--- src/hw/rtl/kcfh_pkg.sv ---
`timescale 1ns / 1ps
// kcfh_pkg: constants, types and hash helpers shared by the
// keyed case-folded name hash core. no dependencies.

package kcfh_pkg;

  localparam logic [31:0] HASH_BASIS = 32'h811C_9DC5;
  localparam logic [31:0] KEY_SEED   = 32'hA3B3_76C9;
  localparam logic [7:0]  FOLD_BIT   = 8'h20;
  localparam logic [31:0] FNV_PRIME  = 32'h0100_0193;
  localparam logic [31:0] MIX_MULT   = 32'h5bd1_e995;
  localparam logic [7:0]  END_CHAR   = 8'h00;

  // control from the input stage to the state and result stages
  typedef struct packed {
    logic fire;   // a character leaves the input register this cycle
    logic term;   // that character ends the name
  } step_t;

  // fold case, key with the low key byte, sign-extend
  function automatic logic [31:0] keyed_ext(input logic [7:0] ch, input logic [31:0] key);
    logic [7:0] b;
    begin
      b = (ch | FOLD_BIT) ^ key[7:0];
      keyed_ext = {{24{b[7]}}, b};
    end
  endfunction

  // murmur-style finalizer, all modulo 2^32
  function automatic logic [31:0] finalize(input logic [31:0] h);
    logic [31:0] h1;
    logic [31:0] m;
    begin
      h1 = h ^ (h >> 13);
      m = h1 * MIX_MULT;
      finalize = m ^ (m >> 15);
    end
  endfunction

endpackage

--- src/hw/rtl/kcfh_absorb.sv ---
`timescale 1ns / 1ps
// kcfh_absorb: running hash and rolling key registers with the per-byte
// fnv-1a update and the finalized digest. uses kcfh_pkg.

module kcfh_absorb (
  input  logic                clk,
  input  logic                rst,
  input  kcfh_pkg::step_t     step,
  input  logic [7:0]          character,
  output logic [31:0]         digest
);

  logic [31:0] running_hash;
  logic [31:0] rolling_key;
  logic [31:0] ext;
  logic [31:0] running_hash_next;
  logic [31:0] rolling_key_next;

  always_comb begin
    ext = kcfh_pkg::keyed_ext(character, rolling_key);
    running_hash_next = (running_hash ^ ext) * kcfh_pkg::FNV_PRIME;
    rolling_key_next = {rolling_key[26:0] ^ ext[26:0], rolling_key[31:27] ^ ext[31:27]};
  end

  always_ff @(posedge clk) begin
    if (rst) begin
      running_hash <= kcfh_pkg::HASH_BASIS;
      rolling_key <= kcfh_pkg::KEY_SEED;
    end else if (step.fire) begin
      if (step.term) begin
        running_hash <= kcfh_pkg::HASH_BASIS;
        rolling_key <= kcfh_pkg::KEY_SEED;
      end else begin
        running_hash <= running_hash_next;
        rolling_key <= rolling_key_next;
      end
    end
  end

  assign digest = kcfh_pkg::finalize(running_hash);

endmodule

--- src/hw/rtl/kcfh_result.sv ---
`timescale 1ns / 1ps
// kcfh_result: result register holding one finalized hash until taken.
// uses kcfh_pkg.

module kcfh_result (
  input  logic            clk,
  input  logic            rst,
  input  kcfh_pkg::step_t step,
  input  logic [31:0]     digest,
  output logic            name_hash_valid,
  input  logic            name_hash_ready,
  output logic [31:0]     name_hash,
  output logic            free
);

  logic full;
  logic load;

  assign load = step.fire && step.term;
  assign free = !full || name_hash_ready;

  always_ff @(posedge clk) begin
    if (rst) begin
      full <= 1'b0;
    end else if (load) begin
      full <= 1'b1;
    end else if (name_hash_ready) begin
      full <= 1'b0;
    end
  end

  always_ff @(posedge clk) begin
    if (load) begin
      name_hash <= digest;
    end
  end

  assign name_hash_valid = full;

endmodule

--- src/hw/rtl/keyed_case_folded_name_hash_core.sv ---
`timescale 1ns / 1ps
// keyed_case_folded_name_hash_core: one character per cycle, hash out on the end byte
// the end byte stalls in the input register until the result register has room,
//   then loads the result register that drives name_hash_valid; the character rate
//   is set by the hash/key feedback through the fnv prime multiply in kcfh_absorb
// reset: synchronous, empties input and result registers, reloads hash and key seeds

module keyed_case_folded_name_hash_core (
  input  logic        clk,
  input  logic        rst,
  input  logic        character_valid,
  output logic        character_ready,
  input  logic [7:0]  character,
  output logic        name_hash_valid,
  input  logic        name_hash_ready,
  output logic [31:0] name_hash
);

  // input register: one request waiting to be absorbed
  logic            in_full;
  logic [7:0]      in_char;
  logic            out_free;
  logic            advance;
  logic            is_end;
  logic [31:0]     digest;
  kcfh_pkg::step_t step;

  assign is_end = (in_char == kcfh_pkg::END_CHAR);

  // a plain character always moves on; an end byte needs room in the result register
  assign advance = in_full && (!is_end || out_free);
  assign character_ready = !in_full || advance;

  assign step.fire = advance;
  assign step.term = is_end;

  always_ff @(posedge clk) begin
    if (rst) begin
      in_full <= 1'b0;
    end else if (character_valid && character_ready) begin
      in_full <= 1'b1;
    end else if (advance) begin
      in_full <= 1'b0;
    end
  end

  always_ff @(posedge clk) begin
    if (character_valid && character_ready) begin
      in_char <= character;
    end
  end

  // running state: fold, key, xor, multiply, rotate the key
  kcfh_absorb u_absorb (
    .clk       (clk),
    .rst       (rst),
    .step      (step),
    .character (in_char),
    .digest    (digest)
  );

  // finalized hash waits here so new characters keep flowing
  kcfh_result u_result (
    .clk             (clk),
    .rst             (rst),
    .step            (step),
    .digest          (digest),
    .name_hash_valid (name_hash_valid),
    .name_hash_ready (name_hash_ready),
    .name_hash       (name_hash),
    .free            (out_free)
  );

endmodule
--- config.mk ---
export PLATFORM = sky130hd
export DESIGN_NAME = keyed_case_folded_name_hash_core
export DESIGN_NICKNAME = d
export VERILOG_FILES = /design/src/hw/rtl/kcfh_pkg.sv /design/src/hw/rtl/kcfh_absorb.sv /design/src/hw/rtl/kcfh_result.sv /design/src/hw/rtl/keyed_case_folded_name_hash_core.sv
export SDC_FILE = /design/constraint.sdc
export NUM_CORES = 1
export LEC_CHECK = 0
export BUFFER_PORTS_ARGS = -buffer_cell sky130_fd_sc_hd__buf_2
export CORE_ASPECT_RATIO = 1.4
export CORE_MARGIN = 2
export CORE_UTILIZATION = 45
export DETAILED_ROUTE_END_ITERATION = 8
export PLACE_DENSITY = 0.62
export SYNTH_ARGS = -nofsm -noshare
export SYNTH_HDL_FRONTEND = slang
export SYNTH_HIERARCHICAL = 1
export SYNTH_SLANG_ARGS = --single-unit
--- constraint.sdc ---
create_clock -name clk -period 18.15 [get_ports clk]
set_clock_uncertainty 0.15 [all_clocks]
set_input_delay 3.63 -clock clk [delete_from_list [all_inputs] [get_ports clk]]
set_output_delay 3.63 -clock clk [all_outputs]
set_load 0.01 [all_outputs]
== After elaboration in Yosys (flattened, before gate mapping) ==
Index checks and enable logic that the tools add are counted.
Storage, ports and cells
  output and inout port bits: 34
  register bits: 106
  logic and storage cells: 32
Operators by class
  reductions and logical operators: 12
  bitwise logic cells: 6
  $mul: 2
  mux-type cells: 6
Operator list (number)
  $mux W32: 2
  $mul A32 B25 Y32 const B: 1
  $mul A32 B31 Y32 const B: 1
  $xor A32 B17 Y32: 1
  $xor A32 B19 Y32: 1
  $xor A32 B32 Y32: 1
  $xor A27 B27 Y27: 1
  $logic_not A8 Y1: 1
  $xor A8 B8 Y8: 1
  $xor A5 B5 Y5: 1
  $mux W1: 4
  $reduce_bool A2 Y1: 2
  $logic_and A1 B1 Y1: 3
  $logic_not A1 Y1: 3
  $logic_or A1 B1 Y1: 3

== Logic depth before layout (Yosys ltp) ==
  depth in word-level cells: 7
  gate-level depth with buffers: 29

== Hierarchy ==
The synthesis kept the hierarchy.
Modules (own cells, without submodules)
  kcfh_absorb: cells each 1945, area an instance 17540.6 µm², instances 1
  kcfh_result: cells each 37, area an instance 1011.0 µm², instances 1
  keyed_case_folded_name_hash_core: cells each 22, area an instance 364.1 µm², instances 1

== Least setup slack after synthesis ==
No wires, ideal clock.
  kind: input -> output
  from: input name_hash_ready
  to: output character_ready
  path buffers: 0
  required time: 14370 ps
  stages: 3
  arrival time: 4068 ps
  slack: 10302 ps
  path through: nand2b_4 nor2b_1 nand3_1
Between the ends
  word-level cells in the longest chain between the ends: 4
RTL lines
  start, declared: RTL line keyed_case_folded_name_hash_core.sv:15  | input logic name_hash_ready,
  $logic_or A1 B1 Y1: RTL line kcfh_result.sv:20  | assign free = !full || name_hash_ready;
  $logic_or A1 B1 Y1: RTL line keyed_case_folded_name_hash_core.sv:31  | assign advance = in_full && (!is_end || out_free);
  $logic_and A1 B1 Y1: RTL line keyed_case_folded_name_hash_core.sv:31
  $logic_or A1 B1 Y1: RTL line keyed_case_folded_name_hash_core.sv:32  | assign character_ready = !in_full || advance;
  end, declared: RTL line keyed_case_folded_name_hash_core.sv:12  | output logic character_ready,
No other way between the ends.

== Final worst setup path ==
  from: register u_absorb.running_hash[14]
  to: register u_result.name_hash[13], data pin
Between the ends
  word-level cells in the longest chain between the ends: 3
RTL lines
  start, declared: RTL line kcfh_absorb.sv:13  | logic [31:0] running_hash;
  start signal, assigned: RTL line kcfh_absorb.sv:27  | running_hash <= kcfh_pkg::HASH_BASIS;
  start signal, assigned: RTL line kcfh_absorb.sv:31  | running_hash <= kcfh_pkg::HASH_BASIS;
  start signal, assigned: RTL line kcfh_absorb.sv:34  | running_hash <= running_hash_next;
  $xor A32 B19 Y32: RTL line kcfh_pkg.sv:34  | h1 = h ^ (h >> 13);
  $mul A32 B31 Y32: RTL line kcfh_pkg.sv:35  | m = h1 * MIX_MULT;
  $xor A32 B17 Y32: RTL line kcfh_pkg.sv:36  | finalize = m ^ (m >> 15);
  net digest[13]: RTL line keyed_case_folded_name_hash_core.sv:25  | logic [31:0] digest;
  end signal, assigned: RTL line kcfh_result.sv:34  | name_hash <= digest;
  end, declared: RTL line kcfh_result.sv:12  | output logic [31:0] name_hash,
The timed path passes the listed nets, and every way through them passes these cells.
A chain may end at the register's enable or synchronous reset.

==> metrics.cfg <==
[status]
status=complete, no violations

[sta]
timing.setup.tns_ns=0
fmax_mhz=115
fin_crit_ns=8.68
slew_viol_final=0
finalHoldViolations=0
worstMarginPinSlew_ns=1.08
rsz0062_at_grt=no
setup_viol=0
min_period_over_period_pct=47.8
slew-limit-headroom_pct=27.8

[synthesis]
muxShareOfSynthArea_pct=0.159
ys_ff_latch=105
netlist_instances=2004
ys_top_cells_by_area=fa_1, ha_1, inv_1, xnor2_1, dfxtp_1
netlist_area_sq_um=18900
synth_top_area_share_pct=25.9
avgSynthCellArea_sq_um=9.44
ys.flop_type=dfxtp_1
synth-simple-area-share_pct=6.00
synthAdderAreaFrac_pct=49.4
syn_nets=2615
synth_compound_area_share_pct=7.43
yosysWarnings=6
synth_cell_types=67
synth-async-reset-ratio_pct=0
seq_area_frac_synth_pct=13.2
synth_top_family_by_area=adder cells
post-synth-top-count-cell=inv_1
synth_top_area_cell=fa_1
synth_xor_area_share_pct=11.5
synth_enable_flop_cells=40
synth.top_cells.by_count=inv_1, ha_1, fa_1

[place]
hpwl_mm=40.8
gp_congestion=0.994
place_area_sq_um=19800
port_buffers=45

[cells_and_area]
drive_gt1_share_pct=5.72
syn_to_final_growth_pct=6.57
stdcell_area_sq_um=20200
antenna_cells=0
fin_nets=2652

[clock_network]
cts_hold_buf=0
clock-sinks=105
cts_root_buf=clkbuf_16
clockBufferDepth=2
cts.repair.resized=0
htree_levels=3
numCtsBuffers=9
clk_pin_slew_ns=0.09
cts_tree=built
clk_latency_ns=0.40
post-cts-setup-buffers=0

[critical_path]
ff2ff_setup_slack_ns=9.47
startpoint=u_absorb/running_hash[14]$_SDFFE_PP0P_
cp_max_fo=8
ff2ff_path_depth=27
worst-setup-path-type=register to register
reg2reg_to=u_result/name_hash[13]$_DFFE_PP_
arrival_ns=8.65
required_ns=18.13
cp-end-kind=register
critPathLaunchType=register
timing.rr.start=u_absorb/running_hash[14]$_SDFFE_PP0P_
crit_end=u_result/name_hash[13]$_DFFE_PP_

[detailed_routing]
routedWlPerCell_microns=18.3
drt_wl_total_mm=47.4
dr.pass1.iters=4
vias_per_cell=5.05
dr.first_iter.drc_count=466
ant_nets=0
drc_errors=0
vias=13000

[die]
rows=88
initial_core_util_pct=45.7
dieArea_sq_um=43700
ioPinCount=46
die_h_microns=247
core_sq_um=41400
die_x_microns=177

[global_route]
grt-ovfl-total=0
grt_use_total_pct=22.9
antenna_found_initial=0
grt_pass1_wl_mm=76.0
first_global_vias=14300
grt_max_degree=59

[job]
cap_violations=0

[min_path]
hp-class=register to register

[layout by cell type (no fill, tap or decap), drive strengths merged, types with 9 or more instances in the layout]
cell type / count
inv: 570
ha: 354
fa: 245
xnor2: 166
nor2: 109
xor2: 79
buf: 70
dfxtp: 65
a21oi: 44
edfxtp: 40
nand2b: 34
o21ai: 34
nand2: 28
o22ai: 26
a22oi: 23
a21o: 22
nor2b: 11
o21a: 10
or2: 10
and2: 9
nand3: 9
clkbuf: 9
[area by class of cell]
cell class	instances	area, sq um
Fill cell	4021	21200
Multi-Input combinational cell	1286	14100
Clock buffer	9	225
Tap cell	540	676
Timing Repair Buffer	70	413
Clock inverter	7	93.8
Inverter	569	2140
Sequential cell	105	2500
[registers in the layout, indices dropped and copies added (netlist names)]
signal	flops
u_result/name_hash	32
in_char	8
u_result/name_hash_valid	1
u_absorb/running_hash	32
u_absorb/rolling_key	31
in_full	1
[cell families (layout without fill, tap and decap cells)]
group | count (synthesis) | count (layout)
flops | 105 | 105
fa+ha+maj | 600 | 600
xor+xnor | 246 | 246
compound gates | 206 | 206
simple gates | 231 | 231
buf+inv | 613 | 655
mux | 3 | 3
[how the worst min path moves through the flow]
stage                                                  end  slack, ns  cells after the start                              startpoint
floorplan             u_absorb/rolling_key[0]$_SDFFE_PP1P_       0.33                      2    u_absorb/rolling_key[0]$_SDFFE_PP1P_
global placement    u_absorb/running_hash[19]$_SDFFE_PP1P_       0.33                      2  u_absorb/running_hash[19]$_SDFFE_PP1P_
detailed placement  u_absorb/running_hash[19]$_SDFFE_PP1P_       0.34                      2  u_absorb/running_hash[19]$_SDFFE_PP1P_
CTS                 u_absorb/running_hash[19]$_SDFFE_PP1P_       0.35                      2  u_absorb/running_hash[19]$_SDFFE_PP1P_
global route         u_absorb/rolling_key[21]$_SDFFE_PP1P_       0.38                      2   u_absorb/rolling_key[21]$_SDFFE_PP1P_
finish              u_absorb/running_hash[19]$_SDFFE_PP1P_       0.35                      2  u_absorb/running_hash[19]$_SDFFE_PP1P_
[metrics by stage]
stage	util (%)	hold WS, ns	setup slack (ns)	std cells
final	48.7	0.347	9.47	2586
after global routing	48.7	0.377	9.20	2586
after CTS	48.7	0.352	9.63	2586
after detailed placement	47.9	0.337	9.66	2570
after global placement	47.9	0.334	9.95	2570
after floorplan	-	0.326	10.30	2004
[metal layers]
layer  up-vias  track usage, %  share of wire (%)
met5         -               0                  0
met4         0            13.6                6.3
met3       111            2.19                2.2
met2       224            42.3                 53
met1      6454            25.3                 39
li1       6259               -                  -
[worst max-delay path: stages, from the launching register on]
cell and delay [ns]:
dfxtp_1 0.44, xnor2_1 0.85, inv_1 0.40, xnor2_1 0.47, ha_1 0.31, ha_1 0.32, inv_1 0.06, fa_1 0.49
inv_1 0.05, ha_1 0.19, fa_1 0.48, inv_1 0.06, fa_1 0.52, inv_1 0.05, fa_1 0.47, inv_1 0.05
fa_1 0.49, inv_1 0.04, ha_1 0.38, nand2_2 0.10, o21ai_1 0.17, o21ai_1 0.13, a32o_1 0.30, a311oi_2 0.58
a41oi_2 0.26, nand2b_1 0.13, a21o_1 0.17, xnor3_1 0.30
Power is not shown: default switching activity piles up to over one toggle a cycle in this logic, so the estimate is an artifact.
